**src/hdl/cpd_pkg.sv**
```systemverilog
`timescale 1ns / 1ps
`default_nettype none

package cpd_pkg;

    typedef enum logic [2:0] {
        PH_ID_LO   = 3'd0,
        PH_ID_HI   = 3'd1,
        PH_LEN_LO  = 3'd2,
        PH_LEN_HI  = 3'd3,
        PH_PAYLOAD = 3'd4,
        PH_SUM_LO  = 3'd5,
        PH_SUM_HI  = 3'd6
    } t_phase;

    typedef enum logic [2:0] {
        K_DATA  = 3'd0,
        K_GOOD  = 3'd1,
        K_IDERR = 3'd2,
        K_CKERR = 3'd3,
        K_ABORT = 3'd4
    } t_kind;

    typedef struct packed {
        t_kind       kind;
        logic [7:0]  data;
        logic [15:0] length;
        logic        last;
    } t_result;

endpackage

`default_nettype wire

```
**src/hdl/cpd_parse.sv**
```systemverilog
`timescale 1ns / 1ps
`default_nettype none

module cpd_parse (
    input  wire logic            i_clk,
    input  wire logic            i_rst_n,
    input  wire logic            i_accept,
    input  wire logic            i_op,
    input  wire logic [7:0]      i_rx_byte,
    input  wire logic [15:0]     i_expected_id,
    output cpd_pkg::t_result     o_res,
    output logic                 o_res_valid
);
    import cpd_pkg::*;

    t_phase      r_phase, n_phase;
    logic [15:0] r_latched_id, n_latched_id;
    logic [7:0]  r_header_low, n_header_low;
    logic [15:0] r_payload_length, n_payload_length;
    logic [15:0] r_bytes_left, n_bytes_left;
    logic [15:0] r_running_sum, n_running_sum;
    logic [7:0]  r_sum_low, n_sum_low;
    logic [15:0] w_sum_add;
    logic [15:0] w_length;
    logic [15:0] w_left_dec;
    logic        w_ok;

    assign w_sum_add  = r_running_sum + {8'd0, i_rx_byte};
    assign w_length   = {i_rx_byte, r_header_low};
    assign w_left_dec = r_bytes_left - 16'd1;
    assign w_ok       = (r_running_sum[7:0] == r_sum_low) &&
                        (r_running_sum[15:8] == i_rx_byte);

    always_ff @(posedge i_clk) begin
        if (!i_rst_n) begin
            r_phase          <= PH_ID_LO;
            r_latched_id     <= '0;
            r_header_low     <= '0;
            r_payload_length <= '0;
            r_bytes_left     <= '0;
            r_running_sum    <= '0;
            r_sum_low        <= '0;
        end else begin
            r_phase          <= n_phase;
            r_latched_id     <= n_latched_id;
            r_header_low     <= n_header_low;
            r_payload_length <= n_payload_length;
            r_bytes_left     <= n_bytes_left;
            r_running_sum    <= n_running_sum;
            r_sum_low        <= n_sum_low;
        end
    end

    always_comb begin
        n_phase          = r_phase;
        n_latched_id     = r_latched_id;
        n_header_low     = r_header_low;
        n_payload_length = r_payload_length;
        n_bytes_left     = r_bytes_left;
        n_running_sum    = r_running_sum;
        n_sum_low        = r_sum_low;
        o_res_valid      = 1'b0;
        o_res.kind       = K_DATA;
        o_res.data       = 8'd0;
        o_res.last       = 1'b0;

        if (i_accept) begin
            if (i_op) begin
                // abort while idle drops silently
                o_res_valid = (r_phase != PH_ID_LO) && (r_phase <= PH_SUM_HI);
                o_res.kind  = K_ABORT;
                o_res.last  = 1'b1;
                n_phase     = PH_ID_LO;
            end else begin
                case (r_phase)
                    PH_ID_HI: begin
                        n_latched_id  = r_latched_id ^ {i_rx_byte, 8'd0};
                        n_running_sum = w_sum_add;
                        n_phase       = PH_LEN_LO;
                    end
                    PH_LEN_LO: begin
                        n_header_low  = i_rx_byte;
                        n_running_sum = w_sum_add;
                        n_phase       = PH_LEN_HI;
                    end
                    PH_LEN_HI: begin
                        n_payload_length = w_length;
                        n_running_sum    = w_sum_add;
                        if (r_latched_id != 16'd0) begin
                            o_res_valid = 1'b1;
                            o_res.kind  = K_IDERR;
                            o_res.last  = 1'b1;
                            n_phase     = PH_ID_LO;
                        end else begin
                            n_bytes_left = w_length;
                            n_phase = (w_length == 16'd0) ? PH_SUM_LO : PH_PAYLOAD;
                        end
                    end
                    PH_PAYLOAD: begin
                        n_running_sum = w_sum_add;
                        n_bytes_left  = w_left_dec;
                        if (w_left_dec == 16'd0) begin
                            n_phase = PH_SUM_LO;
                        end
                        o_res_valid = 1'b1;
                        o_res.data  = i_rx_byte;
                    end
                    PH_SUM_LO: begin
                        n_sum_low = i_rx_byte;
                        n_phase   = PH_SUM_HI;
                    end
                    PH_SUM_HI: begin
                        o_res_valid = 1'b1;
                        o_res.kind  = w_ok ? K_GOOD : K_CKERR;
                        o_res.last  = 1'b1;
                        n_phase     = PH_ID_LO;
                    end
                    default: begin
                        // first header byte; also recovers from an unused phase code
                        n_latched_id     = i_expected_id ^ {8'd0, i_rx_byte};
                        n_payload_length = 16'd0;
                        n_bytes_left     = 16'd0;
                        n_running_sum    = {8'd0, i_rx_byte};
                        n_phase          = PH_ID_HI;
                    end
                endcase
            end
        end
        o_res.length = n_payload_length;
    end

    a_payload_count: assert property (@(posedge i_clk) disable iff (!i_rst_n)
        r_phase == PH_PAYLOAD |-> r_bytes_left != 16'd0)
        else $error("payload phase with no bytes left");

    a_abort_home: assert property (@(posedge i_clk) disable iff (!i_rst_n)
        i_accept && i_op |=> r_phase == PH_ID_LO)
        else $error("abort did not return to header");

    a_status_home: assert property (@(posedge i_clk) disable iff (!i_rst_n)
        i_accept && !i_op && r_phase == PH_SUM_HI |=> r_phase == PH_ID_LO)
        else $error("frame end did not return to header");

    a_data_not_last: assert property (@(posedge i_clk) disable iff (!i_rst_n)
        o_res_valid && o_res.kind == K_DATA |-> !o_res.last && r_phase == PH_PAYLOAD)
        else $error("payload beat outside payload phase");

endmodule

`default_nettype wire

```
**src/hdl/cpd_outreg.sv**
```systemverilog
`timescale 1ns / 1ps
`default_nettype none

module cpd_outreg (
    input  wire logic            i_clk,
    input  wire logic            i_rst_n,
    input  wire cpd_pkg::t_result i_res,
    input  wire logic            i_res_valid,
    input  wire logic            i_stall,
    output logic                 o_valid,
    output cpd_pkg::t_result     o_res,
    output logic                 o_full
);
    import cpd_pkg::*;

    logic    r_out_valid, n_out_valid;
    logic    r_skid_valid, n_skid_valid;
    t_result r_out, n_out;
    t_result r_skid, n_skid;
    logic    w_take;

    assign w_take = r_out_valid && !i_stall;

    always_ff @(posedge i_clk) begin
        if (!i_rst_n) begin
            r_out_valid  <= 1'b0;
            r_skid_valid <= 1'b0;
        end else begin
            r_out_valid  <= n_out_valid;
            r_skid_valid <= n_skid_valid;
        end
        r_out  <= n_out;
        r_skid <= n_skid;
    end

    always_comb begin
        n_out_valid  = r_out_valid;
        n_skid_valid = r_skid_valid;
        n_out        = r_out;
        n_skid       = r_skid;
        if (!r_out_valid || w_take) begin
            if (r_skid_valid) begin
                // drain the skid beat first; upstream is stalled meanwhile
                n_out        = r_skid;
                n_out_valid  = 1'b1;
                n_skid_valid = 1'b0;
            end else begin
                n_out       = i_res;
                n_out_valid = i_res_valid;
            end
        end else if (i_res_valid) begin
            // hold the new beat while the output waits
            n_skid       = i_res;
            n_skid_valid = 1'b1;
        end
    end

    assign o_valid = r_out_valid;
    assign o_res   = r_out;
    assign o_full  = r_skid_valid;

    a_skid_behind_out: assert property (@(posedge i_clk) disable iff (!i_rst_n)
        r_skid_valid |-> r_out_valid)
        else $error("skid beat with empty output register");

    a_skid_fill: assert property (@(posedge i_clk) disable iff (!i_rst_n)
        i_res_valid && r_out_valid && i_stall && !r_skid_valid |=> r_skid_valid)
        else $error("beat lost while output stalled");

    a_skid_drain: assert property (@(posedge i_clk) disable iff (!i_rst_n)
        r_skid_valid && !i_stall |=> r_out_valid && !r_skid_valid)
        else $error("skid beat not moved forward");

endmodule

`default_nettype wire

```
**src/hdl/camera_packet_deframer.sv**
```systemverilog
`timescale 1ns / 1ps
`default_nettype none

// Camera packet deframer. Each input beat is one received byte (op 0) or an
// abort (op 1). A frame is a 16-bit little-endian ID, a 16-bit little-endian
// payload length, the payload and a 16-bit sum over ID, length and payload,
// low byte first. Payload bytes come out as kind 0 while they arrive; the frame
// closes with one status beat (good, ID mismatch after the header, checksum
// error, or aborted) with last set and the header length. On an error status
// the consumer drops the payload it has taken. An abort between frames gives
// nothing. One byte is taken per clock while o_stall is low: the header,
// counter and sum update sit between the input and a result register, with
// a one-beat skid register behind it, so o_stall rises only when both hold a
// waiting result. The result of each accepted byte is registered.
module camera_packet_deframer (
    input  wire logic        i_clk,
    input  wire logic        i_rst_n,
    input  wire logic        i_valid,
    output logic             o_stall,
    input  wire logic        i_op,
    input  wire logic [7:0]  i_rx_byte,
    input  wire logic [15:0] i_expected_id,
    output logic             o_valid,
    input  wire logic        i_stall,
    output logic [2:0]       o_kind,
    output logic [7:0]       o_data,
    output logic [15:0]      o_length,
    output logic             o_last
);
    import cpd_pkg::*;

    logic    w_accept;
    logic    w_res_valid;
    logic    w_full;
    t_result w_res;
    t_result w_out;

    assign o_stall  = w_full;
    assign w_accept = i_valid && !w_full;

    cpd_parse u_parse (
        .i_clk         (i_clk),
        .i_rst_n       (i_rst_n),
        .i_accept      (w_accept),
        .i_op          (i_op),
        .i_rx_byte     (i_rx_byte),
        .i_expected_id (i_expected_id),
        .o_res         (w_res),
        .o_res_valid   (w_res_valid)
    );

    cpd_outreg u_outreg (
        .i_clk       (i_clk),
        .i_rst_n     (i_rst_n),
        .i_res       (w_res),
        .i_res_valid (w_res_valid),
        .i_stall     (i_stall),
        .o_valid     (o_valid),
        .o_res       (w_out),
        .o_full      (w_full)
    );

    assign o_kind   = w_out.kind;
    assign o_data   = w_out.data;
    assign o_length = w_out.length;
    assign o_last   = w_out.last;

endmodule

`default_nettype wire
```
**config.mk**
```make
export PLATFORM = sky130hd
export DESIGN_NAME = camera_packet_deframer
export DESIGN_NICKNAME = d
export VERILOG_FILES = /design/src/hdl/cpd_pkg.sv /design/src/hdl/cpd_parse.sv /design/src/hdl/cpd_outreg.sv /design/src/hdl/camera_packet_deframer.sv
export SDC_FILE = /design/constraint.sdc
export NUM_CORES = 1
export LEC_CHECK = 0
export ABC_AREA = 1
export BUFFER_PORTS_ARGS = -buffer_cell sky130_fd_sc_hd__buf_2
export CORE_UTILIZATION = 55
export DETAILED_ROUTE_END_ITERATION = 8
export GPL_TIMING_DRIVEN = 0
export PLACE_DENSITY = 0.74
export SYNTH_ARGS = -nofsm -noshare
export SYNTH_HDL_FRONTEND = slang
export SYNTH_HIERARCHICAL = 1
export SYNTH_SLANG_ARGS = --single-unit
```
**constraint.sdc**
```tcl
create_clock -name i_clk -period 5.6 [get_ports i_clk]
set_input_delay 0.84 -clock i_clk [delete_from_list [all_inputs] [get_ports i_clk]]
set_output_delay 0.84 -clock i_clk [all_outputs]
set_load 0.02 [all_outputs]
```
# After elaboration in Yosys (flattened, before gate mapping)
# Index checks and enable logic that the tools add are counted.
# totals
register_bits	141
input_bits	29
elab_cells	92
# op_classes
add_sub_neg	2
order_cmp	1
n_eq_ne	10
mux	28
n_bitwise	8
n_reduce_logical	26
# ops
op	n
$pmux 16 s2	3
$mux 16	3
$pmux 16 s3	1
$logic_not 16->1	2
$mux 28	1
$pmux 3 s6	1
$add 16x8->16	1
$eq 8x8->1	2
$mux 8	2
$reduce_bool 16->1	1
$sub 16x1->16 const B	1
$xor 16x16->16	1
$xor 16x8->16	1
$mux 3	4
$reduce_and 3->1	4
$mux 11	1
$reduce_or 5->1	2
$eq 3x3->1 const B	3
$reduce_or 4->1	2
$mux 1	7
$eq 3x2->1 const B	2
$not 1->1	6
$pmux 3 s2	1
$reduce_or 2->1	3
12 further kinds	20

# Longest topological paths before layout
# Gate-level depths: netlist (run 1).
# depth
word_depth	7
ltp_mapped	15
ltp_nobuf	15

# Cells and area by module
# The synthesis (run 1) kept the hierarchy.
# modules_own_cells
mod	n_inst	cells_each	area_per_inst_um2	seq_area_each_um2
cpd_parse	1	689	4728.3	1661.6
cpd_outreg	1	156	2218.4	1721.7
camera_packet_deframer	1	2	10.0	0.0

# Least setup slack after synthesis (run 1)
# OpenSTA, ideal clock, no wires.
# synth_path
path_type	input to register
start	in i_valid
end	reg u_outreg/r_skid[0] (netlist bit) (enable)
setup_ns	0.413
arrival_ns	2.953
required_ns	5.187
slack_ns	2.235
cell_stages	9
n_path_buf	1
cell_sequence	inv_1 > nor2_2 > inv_2 > nor2_4 > clkbuf_1 > nand2_1 > o211ai_1 > inv_1 > nor2_1
# synth_via
elab_chain_len	3
# synth_lines
item	line	source
from (decl)	camera_packet_deframer.sv:18	input wire logic i_valid,
$logic_and 1x1->1	camera_packet_deframer.sv:39	assign w_accept = i_valid && !w_full;
named net w_accept	camera_packet_deframer.sv:32	logic w_accept;
$mux 1	cpd_parse.sv:67	if (i_accept) begin
named net w_res_valid	camera_packet_deframer.sv:33	logic w_res_valid;
$reduce_and 2->1 (no line)	n/a	
to (signal assigned)	cpd_outreg.sv:33	r_skid <= n_skid;
to (decl)	cpd_outreg.sv:19	t_result r_skid, n_skid;
# The timed path passes the listed nets, and every way through them passes these cells.
# A chain may end at the register's enable or synchronous reset.

# Final worst setup path (run 1)
# layout_path
start	reg u_parse.r_phase[0]
end	reg u_outreg/r_skid[12] (netlist bit) (enable)
# layout_via
elab_chain_len	6
# layout_lines
item	line	source
from (decl)	cpd_parse.sv:16	t_phase r_phase, n_phase;
from (signal assigned)	cpd_parse.sv:44	r_phase <= n_phase;
$eq 3x3->1	cpd_parse.sv:75	case (r_phase)
$reduce_or 2->1 (no line)	n/a	
$pmux 1 s2	cpd_parse.sv:75	
$mux 1 *	cpd_parse.sv:68	if (i_op) begin
$mux 1 *	cpd_parse.sv:67	
named net w_res_valid	camera_packet_deframer.sv:33	
$reduce_and 2->1 (no line) *	n/a	
# The timed path passes the listed nets; every way through them passes the cells marked *.

==> metrics, run 1 <==
crit path DAT 3.05 ns; Total Wirelength 16500 microns; Synth warnings 6; worst-case clock skew 0.00747 ns; worst path required time 5.73 ns; Worst-path clk slew 0.06 ns; # rows 40; Startpoint Class flop; Starting Density 57.2%; Worst Hold Slack 0.467 ns; hold_sp u_parse/r_payload_length[5]; Slew @ Worst Pin 1.10 ns; H-tree depth 4; Post-CTS Resized 0; gr usage total 27.0%; hold path depth 2; HPWL after DPL 11600 microns; Synthesized Nets 887; # IOs 59; Seq cells post-synth 141; CTS Sinks 141; First-pass DRT Iterations 7; first-pass GRT wire length 27000 microns; routability congestion estimate 0.952; leakage 0.00349 uW; largest vdd supply drop 0.159 mV; worst hold path class flop to flop; number of port buffers 58; Die Wd 114 microns; Final setup viols 0; top_reg_cell synth dfxtp_1; Worst Setup End Kind flop; placed instance count 1074; clock buffer depth 2; core footprint 12200 sq um; asr flop ratio synth 0%; top achievable clock speed 0.343 GHz; Worst-Skew Late Latency 0.42 ns; count of final hold-check violations 0; drt drc 0; Final nets 965; RSZ-0062 raised after global routing false; Avg Cell Area, Syn 8.21 sq um; max-cap violation count 0; Netlist cell types 45; Tcrit/Tclk final 52.1%; remaining antenna violation count 0; Sequential Area 3380 sq um; Vias/cell 5.36; setup TNS 0 ns; Initial DRC Count 613; Root Driver clkbuf_16; CTS tree done; sequential element share of the synthesized area 48.6%; Layout Cells excl Fill 1106; Max-slew headroom 26.6%; final max-slew violation count 0; n_diodes 0; synthesized cell area 6960 sq um; FF-to-FF setup slack 2.68 ns; Post-CTS Setup Repair Bufs 0; multi-input logic area 3010 sq um; area delta synth->final 14.8%; layout cell share with drive strength beyond 1 16.7%; Layout fillers 1051; Die Y 114 microns; initial antenna violation count 0; number of global-route vias before repair 5494; worst reg-to-reg path cell count 9; hold_buf cts 0; PD cells 293 nW/um^2; GRT overflow 0; largest net degree at the start of global routing 30; die area 13100 sq um; crit path time final 2.92 ns; cell count after synthesis 847; worst r2r dst u_outreg/r_skid[12]; wire per inst 14.9 microns; CTS Buf Count 17; status finished clean; vias 5923; critical path type flop to flop; CP Max Fanout 16; Core Util, Final 65.7%; hold endpoint u_parse/r_payload_length[5]; EDFF count, synth 56; r2r startpoint u_parse/r_phase[0]
[layout by cell type, fill, tap and decap left out, types with 9 or more instances in the layout]
cell / n
clkbuf_1: 16
a21oi_1: 72
nand2_1: 168
ha_1: 10
clkbuf_16: 17
nand2_2: 13
xor2_1: 17
o21ai_2: 10
inv_1: 90
o21ai_0: 63
buf_2: 68
edfxtp_1: 56
xnor2_1: 11
a211oi_1: 10
nand3_1: 30
dfxtp_1: 85
o21ai_1: 11
nor2_2: 11
inv_2: 9
nor2_1: 87
[worst max-delay path, stage by stage, from the launching register on]
cell      delay (ns)
dfxtp_1         0.38
nor2_1          0.16
nand2_1         0.19
inv_1           0.19
buf_2           0.29
nand2_1         0.24
o211ai_1        0.26
inv_1           0.09
nor2_2          0.55
buf_8           0.25
[Yosys cell counts (2+ instances only)]
| cell | n | area, sq um |
|---|---|---|
| nand2_2 | 13 | 81.3 |
| a31oi_1 | 6 | 37.5 |
| nor2_4 | 2 | 22.5 |
| a21oi_1 | 72 | 360 |
| buf_1 | 2 | 7.51 |
| o21ai_1 | 11 | 55.1 |
| a221oi_1 | 6 | 52.6 |
| buf_6 | 4 | 45.0 |
| o221a_1 | 7 | 78.8 |
| inv_1 | 90 | 338 |
| o21ai_2 | 10 | 87.6 |
| nor2_2 | 10 | 62.6 |
| inv_2 | 9 | 33.8 |
| ha_1 | 10 | 125 |
| xnor2_1 | 11 | 96.3 |
| nand3_1 | 30 | 150 |
| clkbuf_1 | 13 | 48.8 |
| o22ai_1 | 4 | 25.0 |
| nor4_1 | 7 | 43.8 |
| edfxtp_1 | 56 | 1680 |
| a211oi_1 | 10 | 75.1 |
| nor2_1 | 88 | 330 |
| nor3_1 | 3 | 15.0 |
| o21ai_0 | 63 | 315 |
| buf_2 | 10 | 50.1 |
| o211ai_1 | 3 | 22.5 |
| o221ai_1 | 2 | 17.5 |
| nand4_1 | 3 | 18.8 |
| xor2_1 | 17 | 149 |
| dfxtp_1 | 85 | 1700 |
| a21o_1 | 2 | 15.0 |
| nand2_1 | 168 | 631 |
| buf_4 | 4 | 30.0 |
| nand3b_1 | 5 | 37.5 |
[power by group]
group          switching (uW)  leakage (uW)  total (uW)  internal, uW
Sequential               22.0       0.00126        1110          1090
Combinational             166       0.00198         255          89.3
Clock                     414      0.000253         974           559
[per-layer routing]
metal,part of all wire [%],GRT usage [%],up-vias
li1,-,-,2984
met1,46,35.8,2666
met2,44,41.5,221
met3,5.6,5.88,52
met4,3.5,13.9,0
met5,0,0,-
[through the flow]
step	cell area, sq um	worst slack (ns)	total power (uW)
6_report	7990	2.68	2340
5_1_grt	7990	2.48	2420
4_1_cts	7990	2.72	2340
3_5_place_dp	7470	2.36	1380
3_3_place_gp	7460	1.45	1370
2_1_floorplan	6960	2.23	1310
[how the worst max path moves through the flow]
stage	start	end	slack, ns	depth (start not counted)
after floorplan	i_valid	u_outreg/r_skid[0]	2.23	9
after global placement	i_valid	u_outreg/r_skid[9]	1.45	10
after detailed placement	i_valid	u_outreg/r_skid[9]	2.36	11
after CTS	u_parse/r_phase[0]	u_outreg/r_skid[12]	2.72	9
after global routing	u_parse/r_phase[0]	u_outreg/r_skid[6]	2.48	9
final	u_parse/r_phase[0]	u_outreg/r_skid[12]	2.68	9
[logic make-up (layout without fill, tap and decap cells)]
logic type	Yosys count	in the layout	synth area share (%)
and+or+nand+nor	335	335	20.8
AOI/OAI and AO/OA	198	198	16.8
DFF	141	141	48.6
buffers and inverters	134	225	8.11
xor gates and xnor gates	28	28	3.53
adders and majority gates	11	11	2.09
[flip-flops by register name, indices dropped and copies added (netlist names), 3 cells and up]
name / flops
u_parse/r_latched_id: 16
u_parse/r_sum_low: 8
u_parse/r_phase: 3
u_parse/r_running_sum: 16
u_outreg/r_skid: 28
u_outreg/o_res: 28
u_parse/r_payload_length: 16
u_parse/r_bytes_left: 16
u_parse/r_header_low: 8
[layout make-up]
class	instances	area share [%]
Buffer	34	2.37
Clock inverter	12	0.956
Clock buffer	20	5.47
Multi-Input combinational cell	572	37.7
Sequential cell	141	42.4
Inverter	100	4.70
Tap cell	168	2.63
Timing Repair Buffer	59	3.82
(Power assumes the default switching activity.)
==> inputs of run 2 (changes only) <==
- clock period: 5.6 -> 2.7 ns (I/O delays scaled with it)
==> metrics, run 2 (synthesis results as in run 1) <==
status finished clean (unchanged); # IOs 59 (unchanged); final max-slew violation count 0 (unchanged); Comb power frac 10.3% (was 10.9%); max-cap violation count 0 (unchanged); Largest stage delay, worst path 0.38 ns (was 0.55 ns); crit path time final 2.56 ns (was 2.92 ns); Total Wirelength 16800 microns (was 16500 microns); FF-to-FF setup slack 0.14 ns (was 2.68 ns); GRT overflow 0 (unchanged); layout cell share with drive strength beyond 1 17.2% (was 16.7%); Worst-path clk slew 0.06 ns (about the same); CP Max Fanout 12 (was 16); Startpoint Class flop (unchanged); Worst Setup End Kind flop (unchanged); worst path required time 2.84 ns (was 5.73 ns); clock buffer depth 2 (unchanged); Worst-Skew Late Latency 0.42 ns (about the same); remaining antenna violation count 0 (unchanged); number of global-route vias before repair 5445 (was 5494); routability congestion estimate 0.947 (was 0.952); largest vdd supply drop 0.407 mV (was 0.159 mV); Tcrit/Tclk final 94.8% (was 52.1%); Vias/cell 5.47 (was 5.36); cells along the critical path nor2_1, nand2_1, inv_1, buf_2, nand2_1, o211ai_1, inv_1, nor2_4, buf_12 (was nor2_1, nand2_1, inv_1, buf_2, nand2_1, o211ai_1, inv_1, nor2_2, buf_8); hold endpoint u_parse/r_latched_id[7] (was u_parse/r_payload_length[5]); Die Wd 114 microns (unchanged); worst path bufs/invs 4 (unchanged); Root Driver clkbuf_16 (unchanged); worst reg-to-reg path cell count 9 (unchanged); setup ws final 0.139 ns (was 2.68 ns); CTS tree done (unchanged); Starting Density 57.2% (unchanged); most common cell after layout, fill and taps aside nand2_1 (unchanged); Clk network pwr share 44.6% (was 41.7%); most frequent cells in the layout nand2_1, inv_1, nor2_1, dfxtp_1, a21oi_1 (unchanged); first-pass GRT wire length 27100 microns (was 27000 microns); Initial DRC Count 585 (was 613); count of final hold-check violations 0 (unchanged); Max-slew headroom 16.3% (was 26.6%); crit path DAT 2.70 ns (was 3.05 ns); Reg power frac 45.1% (was 47.4%); Final nets 967 (was 965); CP delay by family, top buffers and inverters (was simple AND/OR/NAND/NOR gates); RSZ-0062 raised after global routing false (unchanged); Slew @ Worst Pin 1.25 ns (was 1.10 ns); HPWL after DPL 11800 microns (was 11600 microns); gr usage total 27.0% (about the same); critical path type flop to flop (unchanged); wire per inst 15.2 microns (was 14.9 microns); hold_buf cts 0 (unchanged); design area 8100 sq um (was 7990 sq um); drt drc 0 (unchanged); CTS Sinks 141 (unchanged); Core Util, Final 66.6% (was 65.7%); Switching Power 1290 uW (was 602 uW); Area after DPL 7460 sq um (was 7470 sq um); Die Y 114 microns (unchanged); vias 6064 (was 5923); worst r2r dst u_outreg/r_skid[24] (was u_outreg/r_skid[12]); initial antenna violation count 0 (unchanged); n_diodes 0 (unchanged); r2r startpoint u_parse/r_phase[0] (unchanged); die area 13100 sq um (unchanged); Final setup viols 0 (unchanged); CTS Buf Count 17 (unchanged); largest net degree at the start of global routing 31 (was 30); area delta synth->final 16.5% (was 14.8%); core footprint 12200 sq um (unchanged); worst-case clock skew 0.0102 ns (was 0.00747 ns); worst hold path class primary input to flop (was flop to flop); # rows 40 (unchanged); First-pass DRT Iterations 5 (was 7); design internal power 3810 uW (was 1730 uW); number of port buffers 58 (unchanged); leakage 0.00354 uW (was 0.00349 uW); H-tree depth 4 (unchanged); Switching Share 25.2% (was 25.8%); pre-CTS setup slack -0.451 ns (was 2.36 ns); CP max-delay cell dfxtp_1 (was nor2_2); hold path depth 3 (was 2); top achievable clock speed 0.391 GHz (was 0.343 GHz); PD cells 629 nW/um^2 (was 293 nW/um^2); hold_sp i_expected_id[7] (was u_parse/r_payload_length[5])
run 2: cell types whose count changed in the layout (fill, tap and decap cells not counted), sizes merged:
cell,delta
inv,+3
nor2,+1
clkinv,-3
clkinvlp,-1
buf,+1
bufinv,+1
run 2: layout make-up:
cell class                      count  area, sq um
Buffer                             34          189
Clock buffer                       20          478
Clock inverter                     12          108
Fill cell                        1031         4060
Inverter                          100          375
Multi-Input combinational cell    573         3030
Sequential cell                   141         3380
Tap cell                          168          210
Timing Repair Buffer               60          330
run 2: how the worst max path moves through the flow:
stage	from	endpoint	slack [ns]	cells after the start
2_1_floorplan	u_outreg/o_full	u_outreg/r_skid[0]	0.18	8
3_3_place_gp	u_parse/r_phase[0]	u_outreg/r_skid[9]	-0.45	8
3_5_place_dp	u_parse/r_phase[0]	u_outreg/r_skid[9]	-0.45	8
4_1_cts	u_parse/r_phase[0]	u_outreg/r_skid[24]	0.13	8
5_1_grt	u_parse/r_phase[0]	u_outreg/r_skid[25]	0.002	9
6_report	u_parse/r_phase[0]	u_outreg/r_skid[24]	0.14	9
run 2: power by group through the flow:
stage	logic (uW)	clock network [uW]	registers [uW]
finish	527	2270	2300
global route	588	2380	2300
CTS	518	2290	2300
detailed placement	514	0	2340
global placement	507	0	2340
floorplan	369	0	2340
run 2: worst min-delay path: stages:
cell and delay (ns):
buf_2 0.08, xnor2_1 0.10, a211oi_1 0.06
run 2: what timing repair did:
item                       in CTS  in global routing
setup endpoints to repair      28                 28
resized for setup               2                  0
cloned                          1                  0
setup buffers                   0                  2
pin swaps                       1                  2
hold endpoints to repair        0                  0
run 2: routing by layer:
metal / share of wire, % / GRT usage (%)
met4: 2.0 / 10.9
met2: 46 / 43.0
met1: 46 / 36.0
met5: 0 / 0
met3: 5.6 / 5.56
run 2: per-stage QoR:
stage,power (uW),TNS (ns),hold WS (ns),instances
4_1_cts,5110,0,0.257,1106
6_report,5100,0,0.270,1108
3_5_place_dp,2860,-12.59,0.460,1073
2_1_floorplan,2710,0,0.445,847
3_3_place_gp,2850,-12.65,0.456,1073
5_1_grt,5270,0,0.273,1108
